`src/popup_placement_selector_unit_assert.svh`:
```
// Assertion macros used by the popup placement selector top level.
// Depends on a clock named clk and an active-low reset named rst_n in scope.
`ifndef POPUP_PLACEMENT_SELECTOR_UNIT_ASSERT_SVH
`define POPUP_PLACEMENT_SELECTOR_UNIT_ASSERT_SVH
`ifndef SYNTH
`define PPSU_ASSERT(label, prop) \
    label: assert property (@(posedge clk) disable iff (!rst_n) (prop)) \
        else $error("popup placement selector assertion failed");
`define PPSU_ASSERT_NEXT(label, pre, post) \
    label: assert property (@(posedge clk) disable iff (!rst_n) (pre) |=> (post)) \
        else $error("popup placement selector assertion failed");
`else
`define PPSU_ASSERT(label, prop)
`define PPSU_ASSERT_NEXT(label, pre, post)
`endif
`endif

```
`src/ppsu_pkg.sv`:
```
// Package for the popup placement selector: types, codes and helper functions.
// Used by the front, back and top modules of the block; depends on nothing.
`default_nettype none
package ppsu_pkg;
    localparam int IW = 24;
    typedef logic signed [IW-1:0] coord_t;

    localparam logic [2:0] SIDE_BOTTOM = 3'd0;
    localparam logic [2:0] SIDE_TOP    = 3'd1;
    localparam logic [2:0] SIDE_RIGHT  = 3'd2;
    localparam logic [2:0] SIDE_LEFT   = 3'd3;
    localparam logic [2:0] SIDE_POINT  = 3'd4;

    localparam logic [2:0] REG_VP_X   = 3'd0;
    localparam logic [2:0] REG_VP_Y   = 3'd1;
    localparam logic [2:0] REG_VP_W   = 3'd2;
    localparam logic [2:0] REG_VP_H   = 3'd3;
    localparam logic [2:0] REG_MARGIN = 3'd4;
    localparam logic [2:0] REG_GAP    = 3'd5;
    localparam logic [2:0] REG_MODE   = 3'd6;

    typedef struct packed {
        logic              degen;
        logic [2:0]        mode;
        logic [2:0]        mode_raw;
        coord_t            ax;
        coord_t            ay;
        logic [19:0]       fw;
        logic [19:0]       fh;
        coord_t            minx;
        coord_t            maxx;
        coord_t            miny;
        coord_t            maxy;
        coord_t [3:0]      cand_x;
        coord_t [3:0]      cand_y;
    } ppsu_item_t;

    function automatic logic [1:0] side_order(input logic [1:0] mode, input logic [1:0] k);
        logic [1:0] d;
        case (mode)
            2'd0: d = k;
            2'd1: d = (k == 2'd0) ? 2'd1 : (k == 2'd1) ? 2'd0 : k;
            2'd2: d = k ^ 2'd2;
            default: d = (k == 2'd0) ? 2'd3 : (k == 2'd1) ? 2'd2 : (k == 2'd2) ? 2'd0 : 2'd1;
        endcase
        return d;
    endfunction

    function automatic coord_t clampc(input coord_t v, input coord_t lo, input coord_t hi);
        coord_t r;
        if (v < lo)
            r = lo;
        else if (v > hi)
            r = hi;
        else
            r = v;
        return r;
    endfunction
endpackage
`default_nettype wire

```
`src/ppsu_fifo.sv`:
```
// Small register queue with first-word fall-through read.
// Generic; used between the front and back parts and at the result side.
`default_nettype none
module ppsu_fifo #(
    parameter int WIDTH = 8,
    parameter int DEPTH = 2
) (
    input  wire logic             clk,
    input  wire logic             rst_n,
    input  wire logic             wr_en,
    input  wire logic [WIDTH-1:0] wr_data,
    input  wire logic             rd_en,
    output logic [WIDTH-1:0]      rd_data,
    output logic                  full,
    output logic                  empty
);
    localparam int AW = (DEPTH > 1) ? $clog2(DEPTH) : 1;

    logic [WIDTH-1:0] mem_reg [DEPTH];
    logic [AW-1:0]    wr_ptr_reg, wr_ptr_next;
    logic [AW-1:0]    rd_ptr_reg, rd_ptr_next;
    logic [AW:0]      count_reg, count_next;
    logic             do_wr, do_rd;

    assign full    = (count_reg == (AW+1)'(DEPTH));
    assign empty   = (count_reg == '0);
    assign do_wr   = wr_en && !full;
    assign do_rd   = rd_en && !empty;
    assign rd_data = mem_reg[rd_ptr_reg];

    always_comb
    begin
        wr_ptr_next = wr_ptr_reg;
        rd_ptr_next = rd_ptr_reg;
        if (do_wr)
        begin
            wr_ptr_next = (wr_ptr_reg == AW'(DEPTH - 1)) ? '0 : wr_ptr_reg + 1'b1;
        end
        if (do_rd)
        begin
            rd_ptr_next = (rd_ptr_reg == AW'(DEPTH - 1)) ? '0 : rd_ptr_reg + 1'b1;
        end
        count_next = count_reg + (AW+1)'(do_wr) - (AW+1)'(do_rd);
    end

    always_ff @(posedge clk or negedge rst_n)
    begin
        if (!rst_n)
        begin
            wr_ptr_reg <= '0;
            rd_ptr_reg <= '0;
            count_reg  <= '0;
        end
        else
        begin
            wr_ptr_reg <= wr_ptr_next;
            rd_ptr_reg <= rd_ptr_next;
            count_reg  <= count_next;
        end
    end

    always_ff @(posedge clk)
    begin
        if (do_wr)
        begin
            mem_reg[wr_ptr_reg] <= wr_data;
        end
    end
endmodule
`default_nettype wire

```
`src/ppsu_front.sv`:
```
// Front part: configuration registers, size clamping, bounds and the four candidates.
// Depends on ppsu_pkg.
`default_nettype none
module ppsu_front (
    input  wire logic                clk,
    input  wire logic                rst_n,
    input  wire logic                cfg_valid,
    input  wire logic [2:0]          cfg_index,
    input  wire logic [20:0]         cfg_data,
    input  wire logic signed [20:0]  anchor_x,
    input  wire logic signed [20:0]  anchor_y,
    input  wire logic [19:0]         anchor_w,
    input  wire logic [19:0]         anchor_h,
    input  wire logic [19:0]         popup_w,
    input  wire logic [19:0]         popup_h,
    output ppsu_pkg::ppsu_item_t     item,
    output logic [2:0]               mode_cfg
);
    import ppsu_pkg::*;

    logic signed [20:0] vp_x_reg, vp_y_reg;
    logic [19:0]        vp_w_reg, vp_h_reg;
    logic [15:0]        margin_reg;
    logic signed [16:0] gap_reg;
    logic [2:0]         mode_reg;

    logic   valid;
    coord_t vx, vy, vw, vh, m, gap, padw, padh, pw, ph, fw, fh;
    coord_t minx, miny, maxx_raw, maxy_raw, ax, ay, aw, ah;

    always_ff @(posedge clk or negedge rst_n)
    begin
        if (!rst_n)
        begin
            vp_x_reg   <= '0;
            vp_y_reg   <= '0;
            vp_w_reg   <= '0;
            vp_h_reg   <= '0;
            margin_reg <= '0;
            gap_reg    <= '0;
            mode_reg   <= '0;
        end
        else if (cfg_valid)
        begin
            case (cfg_index)
                REG_VP_X:   vp_x_reg   <= cfg_data;
                REG_VP_Y:   vp_y_reg   <= cfg_data;
                REG_VP_W:   vp_w_reg   <= cfg_data[19:0];
                REG_VP_H:   vp_h_reg   <= cfg_data[19:0];
                REG_MARGIN: margin_reg <= cfg_data[15:0];
                REG_GAP:    gap_reg    <= cfg_data[16:0];
                REG_MODE:   mode_reg   <= cfg_data[2:0];
                default:    ;
            endcase
        end
    end

    assign mode_cfg = mode_reg;

    always_comb
    begin
        valid = (vp_w_reg != '0) && (vp_h_reg != '0);
        vx    = valid ? IW'(vp_x_reg) : '0;
        vy    = valid ? IW'(vp_y_reg) : '0;
        vw    = valid ? IW'(vp_w_reg) : '0;
        vh    = valid ? IW'(vp_h_reg) : '0;
        m     = IW'(margin_reg);
        gap   = IW'(gap_reg);
        ax    = IW'(anchor_x);
        ay    = IW'(anchor_y);
        aw    = IW'(anchor_w);
        ah    = IW'(anchor_h);
        pw    = IW'(popup_w);
        ph    = IW'(popup_h);
        padw  = vw - (m <<< 1);
        padh  = vh - (m <<< 1);
        if (padw < 0)
            padw = '0;
        if (padh < 0)
            padh = '0;
        fw = (pw > padw) ? padw : pw;
        fh = (ph > padh) ? padh : ph;
        minx = vx + m;
        miny = vy + m;
        maxx_raw = vx + vw - m - fw;
        maxy_raw = vy + vh - m - fh;

        item.degen    = !valid || (fw == 0) || (fh == 0);
        item.mode     = (mode_reg > SIDE_POINT) ? SIDE_BOTTOM : mode_reg;
        item.mode_raw = mode_reg;
        item.ax       = ax;
        item.ay       = ay;
        item.fw       = fw[19:0];
        item.fh       = fh[19:0];
        item.minx     = minx;
        item.miny     = miny;
        item.maxx     = (maxx_raw > minx) ? maxx_raw : minx;
        item.maxy     = (maxy_raw > miny) ? maxy_raw : miny;
        item.cand_x[0] = ax;
        item.cand_y[0] = ay + ah + gap;
        item.cand_x[1] = ax;
        item.cand_y[1] = ay - fh - gap;
        item.cand_x[2] = ax + aw + gap;
        item.cand_y[2] = ay;
        item.cand_x[3] = ax - fw - gap;
        item.cand_y[3] = ay;
    end
endmodule
`default_nettype wire

```
`src/ppsu_back.sv`:
```
// Back part: fit tests in side order, selection, clamping and coordinate saturation.
// Depends on ppsu_pkg.
`default_nettype none
module ppsu_back #(
    parameter int COORD_BITS = 21,
    parameter int FRAC_BITS  = 16
) (
    input  ppsu_pkg::ppsu_item_t           item,
    output logic signed [COORD_BITS-1:0]   place_x,
    output logic signed [COORD_BITS-1:0]   place_y,
    output logic [19:0]                    fitted_w,
    output logic [19:0]                    fitted_h,
    output logic [2:0]                     chosen_side,
    output logic [FRAC_BITS:0]             visible_share,
    output logic                           was_flipped
);
    import ppsu_pkg::*;

    localparam int SW = (COORD_BITS > IW) ? COORD_BITS : IW;
    localparam logic signed [SW-1:0] SAT_HI = SW'((64'sd1 <<< (COORD_BITS - 1)) - 64'sd1);
    localparam logic signed [SW-1:0] SAT_LO = -SAT_HI - SW'(1);

    logic [3:0]  fit;
    logic        found;
    logic [1:0]  pick, d;
    coord_t      px, py;
    logic signed [SW-1:0] ex, ey;

    always_comb
    begin
        for (int i = 0; i < 4; i++)
        begin
            if (i < 2)
                fit[i] = (item.cand_y[i] >= item.miny) && (item.cand_y[i] <= item.maxy);
            else
                fit[i] = (item.cand_x[i] >= item.minx) && (item.cand_x[i] <= item.maxx);
        end
        found = 1'b0;
        pick  = item.mode[1:0];
        for (int k = 3; k >= 0; k--)
        begin
            d = side_order(item.mode[1:0], 2'(k));
            if (fit[d])
            begin
                found = 1'b1;
                pick  = d;
            end
        end

        px            = clampc(item.cand_x[pick], item.minx, item.maxx);
        py            = clampc(item.cand_y[pick], item.miny, item.maxy);
        chosen_side   = {1'b0, pick};
        was_flipped   = found && (pick == (item.mode[1:0] ^ 2'd1));
        visible_share = {1'b1, {FRAC_BITS{1'b0}}};
        if (item.degen)
        begin
            px            = item.ax;
            py            = item.ay;
            chosen_side   = item.mode_raw;
            was_flipped   = 1'b0;
            visible_share = '0;
        end
        else if (item.mode == SIDE_POINT)
        begin
            px          = clampc(item.ax, item.minx, item.maxx);
            py          = clampc(item.ay, item.miny, item.maxy);
            chosen_side = SIDE_POINT;
            was_flipped = 1'b0;
        end

        ex = SW'(px);
        ey = SW'(py);
        if (ex > SAT_HI)
            ex = SAT_HI;
        else if (ex < SAT_LO)
            ex = SAT_LO;
        if (ey > SAT_HI)
            ey = SAT_HI;
        else if (ey < SAT_LO)
            ey = SAT_LO;
        place_x  = ex[COORD_BITS-1:0];
        place_y  = ey[COORD_BITS-1:0];
        fitted_w = item.fw;
        fitted_h = item.fh;
    end
endmodule
`default_nettype wire

```
`src/popup_placement_selector_unit.sv`:
```
// Top level of the popup placement selector: front, classified-item queue, back, result queue.
// Depends on ppsu_pkg, ppsu_fifo, ppsu_front, ppsu_back and the assertion header.
`default_nettype none
// The unit accepts one anchor/popup item per cycle while full is low and returns one placement
// per item in order. An item is classified in the cycle of its transfer and waits in a two-entry
// queue; the back part selects the side combinationally and writes a two-entry result queue,
// so a result passes the item queue and then the result queue before it is on the result ports
// and can be taken with pop. The sustained rate is one item per cycle while results are popped
// and neither queue fills. Configuration writes are always ready; the registers are written
// at the clock edge and apply to items transferred after the write.
module popup_placement_selector_unit #(
    parameter int COORD_BITS = 21,
    parameter int FRAC_BITS  = 16
) (
    input  wire logic                    clk,
    input  wire logic                    rst_n,
    input  wire logic                    cfg_valid,
    output logic                         cfg_ready,
    input  wire logic [2:0]              cfg_index,
    input  wire logic [20:0]             cfg_data,
    input  wire logic                    push,
    output logic                         full,
    input  wire logic signed [20:0]      anchor_x,
    input  wire logic signed [20:0]      anchor_y,
    input  wire logic [19:0]             anchor_w,
    input  wire logic [19:0]             anchor_h,
    input  wire logic [19:0]             popup_w,
    input  wire logic [19:0]             popup_h,
    output logic                         empty,
    input  wire logic                    pop,
    output logic signed [COORD_BITS-1:0] place_x,
    output logic signed [COORD_BITS-1:0] place_y,
    output logic [19:0]                  fitted_w,
    output logic [19:0]                  fitted_h,
    output logic [2:0]                   chosen_side,
    output logic [FRAC_BITS:0]           visible_share,
    output logic                         was_flipped
);
    import ppsu_pkg::*;
    `include "popup_placement_selector_unit_assert.svh"

    localparam int IT_W = $bits(ppsu_item_t);
    localparam int RW   = 2 * COORD_BITS + 40 + 3 + FRAC_BITS + 1 + 1;

    ppsu_item_t               front_item, back_item;
    logic [IT_W-1:0]          mid_rd;
    logic                     mid_empty, res_full;
    logic [2:0]               mode_cfg;
    logic signed [COORD_BITS-1:0] b_x, b_y;
    logic [19:0]              b_w, b_h;
    logic [2:0]               b_side;
    logic [FRAC_BITS:0]       b_share;
    logic                     b_flip, move;
    logic [RW-1:0]            res_wr, res_rd;

    assign cfg_ready = 1'b1;
    assign move      = !mid_empty && !res_full;
    assign back_item = ppsu_item_t'(mid_rd);

    ppsu_front u_front (
        .clk(clk), .rst_n(rst_n),
        .cfg_valid(cfg_valid), .cfg_index(cfg_index), .cfg_data(cfg_data),
        .anchor_x(anchor_x), .anchor_y(anchor_y), .anchor_w(anchor_w),
        .anchor_h(anchor_h), .popup_w(popup_w), .popup_h(popup_h),
        .item(front_item), .mode_cfg(mode_cfg)
    );

    ppsu_fifo #(.WIDTH(IT_W), .DEPTH(2)) u_mid_q (
        .clk(clk), .rst_n(rst_n),
        .wr_en(push), .wr_data(front_item),
        .rd_en(move), .rd_data(mid_rd),
        .full(full), .empty(mid_empty)
    );

    ppsu_back #(.COORD_BITS(COORD_BITS), .FRAC_BITS(FRAC_BITS)) u_back (
        .item(back_item),
        .place_x(b_x), .place_y(b_y), .fitted_w(b_w), .fitted_h(b_h),
        .chosen_side(b_side), .visible_share(b_share), .was_flipped(b_flip)
    );

    assign res_wr = {b_x, b_y, b_w, b_h, b_side, b_share, b_flip};

    ppsu_fifo #(.WIDTH(RW), .DEPTH(2)) u_res_q (
        .clk(clk), .rst_n(rst_n),
        .wr_en(move), .wr_data(res_wr),
        .rd_en(pop), .rd_data(res_rd),
        .full(res_full), .empty(empty)
    );

    assign {place_x, place_y, fitted_w, fitted_h, chosen_side, visible_share, was_flipped}
        = res_rd;

    `PPSU_ASSERT(a_share_two_values,
        !empty |-> (visible_share == '0 || visible_share == {1'b1, {FRAC_BITS{1'b0}}}))
    `PPSU_ASSERT(a_flip_needs_fit,
        (!empty && was_flipped) |-> (visible_share != '0 && chosen_side != SIDE_POINT))
    `PPSU_ASSERT(a_degenerate_share,
        (!empty && (fitted_w == '0 || fitted_h == '0)) |-> (visible_share == '0))
    `PPSU_ASSERT_NEXT(a_cfg_mode_taken,
        (cfg_valid && cfg_index == REG_MODE), (mode_cfg == $past(cfg_data[2:0])))
endmodule
`default_nettype wire

```
`config.mk`:
```
export PLATFORM = sky130hd
export DESIGN_NAME = popup_placement_selector_unit
export DESIGN_NICKNAME = d
export VERILOG_FILES = /design/src/ppsu_pkg.sv /design/src/ppsu_fifo.sv /design/src/ppsu_front.sv /design/src/ppsu_back.sv /design/src/popup_placement_selector_unit.sv
export VERILOG_INCLUDE_DIRS = /design/src /design/src/src
export SDC_FILE = /design/constraint.sdc
export NUM_CORES = 2
export LEC_CHECK = 0
export CAP_MARGIN = 25
export CORE_MARGIN = 5
export CORE_UTILIZATION = 35
export CTS_CLUSTER_SIZE = 28
export DETAILED_ROUTE_END_ITERATION = 6
export DONT_BUFFER_PORTS = 1
export PLACE_DENSITY = 0.48
export REMOVE_ABC_BUFFERS = 1
export SETUP_SLACK_MARGIN = 0.15
export SLEW_MARGIN = 20
export SYNTH_ARGS = -nofsm -noshare
export SYNTH_HDL_FRONTEND = slang
export SYNTH_SLANG_ARGS = --single-unit
```
`constraint.sdc`:
```
create_clock -name clk -period 22.7 [get_ports clk]
set_input_delay 1.135 -clock clk [delete_from_list [all_inputs] [get_ports clk]]
set_output_delay 1.135 -clock clk [all_outputs]
set_load 0.005 [all_outputs]
```
==> results.ini <==
[clock_network]
clock_path_buffers=3
clkSinkCount=858
cts_inserted_buffers=101
cts_resized=0
cts_tree=built
post-cts-setup-buffers=0
cts_hold_buf=0
clock_latency_ns=0.72
htree_num_levels=3
clkSlewWorstSetupHoldPaths_ns=0.06
root_buffer=clkbuf_16

[worst_setup_path]
critical_path_class=flip-flop to flip-flop
cpMostUsedCell=o21ai_0
cpPeakStageDelay_ns=0.52
cp-start-kind=flip-flop
end_kind=flip-flop
critPathSlowestCell=fa_1
cp.arrival_ns=15.22
critPathMaxFanout=39
required_ns=23.14

[drt]
post_drt_wl_per_cell_um=26.1
wl_um=202000
drc=0
vias_per_cell=5.44
dr.first_iter.drc_count=3412
dr.pass1.iters=6
via_count=42008
ant_nets=0

[global_routing]
grt_pass1_vias=41233
grt_overflow_total=0
antenna_found_initial=17
grt_usage_pct=22.0
grt_max_degree=127
grt_pass1_wl_um=290000

[timing]
max-slew-margin-rel_pct=23.9
timing.final.crit_share_pct=65.1
period_needed_ns=14.78
rsz0062_at_grt=no
setup_violations=0
setup-tns-final_ns=0
max_freq_ghz=0.0677
skew_ns=0.0313
worst_pin_slew_ns=1.11
hold_violations=0
finalWorstSetupSlack_ns=7.92
slew_viol_final=0

[floorplanning]
fp-row-count=151
ioPinCount=257
core_um2=170000
start_util_pct=35.3
die_area_um2=179000
die_w_um=424
dieHeight_um=424

[finish]
stdcell_area_um2=66300
largest_register_ffs=558
multiInputGateArea_um2=32300
nFillCells=16390
area_growth_pct=10.7
seqCellArea_um2=25100
nets=6416
post-route-util_pct=39.0
post_route_cells_drive_above_1_share_pct=13.5

[run]
drv_cap=0

[yosys]
netlist_instances=5363
yosys.area.top_type=edfxtp_1
synth.area.top_cells=edfxtp_1 (37%), ha_1 (14%), mux2_2 (7.8%)
yosysWarnings=0
syn_area_um2=59900
synth_largest_type_area_fraction_pct=36.7
synth_edf_count=732
ys.flop_type=edfxtp_1
ys_seq_elements=858
ys_seq_area_share_pct=42.0
avgSynthCellArea_um2=11.2
ys_types=108
synth-async-reset-ratio_pct=14.7

[placement]
dp_hpwl_um=159000
place.port_buffers=0
gp_congestion=0.912
place_ws_ns=7.84
place_area_um2=62900

[worst_hold_path]
hp-class=primary input to async pin

[outcome]
outcome=finished clean

-- stage by stage --
step / hold WS, ns / cells
floorplan: 0.460 / 5220
global placement: 0.488 / 7533
detailed placement: 0.491 / 7536
CTS: 0.0502 / 7718
global route: 0.0575 / 7726
finish: 0.114 / 7729
-- final timing paths --
kind | start | end | slack (ns) | depth (start not counted)
setup / recovery | u_front.vp_w_reg[5] | u_mid_q.mem_reg[0][240] | 7.92 | 58
hold / removal | rst_n | u_mid_q.count_reg[0] | 0.11 | 0
setup reg to reg | u_front.vp_w_reg[5] | u_mid_q.mem_reg[0][240] | 7.92 | 58
hold reg to reg | u_front.vp_y_reg[0] | u_front.vp_y_reg[0] | 0.51 | 1
max in group asynchronous | rst_n | u_front.gap_reg[7] | 22.20 | 0
min in group clk | u_front.vp_y_reg[0] | u_front.vp_y_reg[0] | 0.51 | 1
-- synthesized netlist by cell type, types with 7 or more instances --
library cell and n:
o211ai_1 27, nand4_1 88, dfrtp_1 126, nor3_1 58, and2_1 10, xor2_1 32, fa_1 150, buf_1 23
o22ai_1 35, mux2i_1 167, or2_2 13, a21o_1 97, o31ai_1 60, nor2_1 326, nand3_1 57, and3_1 36
nand2b_1 65, a21oi_2 12, o21bai_1 30, clkbuf_1 87, o221ai_1 9, ha_1 690, edfxtp_1 732, nor2b_1 76
buf_4 19, a211o_1 20, inv_1 506, xnor2_1 128, nor4_1 23, o31a_1 7, mux2_2 413, a211oi_1 19
nor3b_1 10, nand2_1 297, buf_2 26, a31oi_1 16, or3_1 21, a32o_1 7, o21ai_1 11, a2111oi_0 7
o41ai_1 8, a21boi_0 37, o21a_1 59, a21oi_1 317, o21ai_0 278
-- cell usage in the layout, fill, tap and decap left out, types with 37 or more instances in the layout --
cell	count
a21boi_0	37
a21o_1	97
a21oi_1	314
buf_4	97
clkbuf_16	102
dfrtp_1	124
edfxtp_1	732
fa_1	150
ha_1	690
inv_1	506
mux2_2	413
mux2i_1	163
nand2_1	297
nand2b_1	65
nand3_1	57
nand4_1	88
nor2_1	321
nor2b_1	76
nor3_1	56
o21a_1	59
o21ai_0	278
o31ai_1	59
xnor2_1	128
-- area by class of cell --
cell class                      instances  share of cell area (%)
Antenna cell                            7                  0.0264
Clock buffer                          121                    3.99
Clock inverter                         61                    1.05
Inverter                              508                    2.88
Multi-Input combinational cell       3854                    48.7
Sequential cell                       858                    37.9
Tap cell                             2218                    4.19
Timing Repair Buffer                  102                    1.21
-- per-layer routing --
| metal | part of all wire, % | global-route usage (%) |
|---|---|---|
| met2 | 44 | 33.9 |
| met1 | 47 | 32.0 |
| met4 | 3.0 | 6.23 |
| met5 | 0 | 0 |
| met3 | 5.8 | 3.45 |
-- critical path, delay by kind of cell (launching register included) --
family,cells,cell delay [ns]
buffers and inverters,4,1.03
flip-flops,1,0.49
AND/OR/NAND/NOR,15,3.82
AO/OA/AOI/OAI,31,6.55
multiplexers,2,0.53
adder cells (fa/ha/maj),6,2.08
-- cell families after synthesis --
logic type	Yosys count	synth area share, %
AND/OR/NAND/NOR	1114	9.00
buffers and inverters	666	4.39
multiplexers	583	10.6
adder cells (fa/ha/maj)	844	19.5
AO/OA/AOI/OAI	1136	12.2
flip-flops	858	42.0
XOR/XNOR	160	2.34
other	2	0.0125
Power is left out: the tool's default activity adds up to more than one toggle a clock period on the data nets, which glitch-free logic cannot reach.
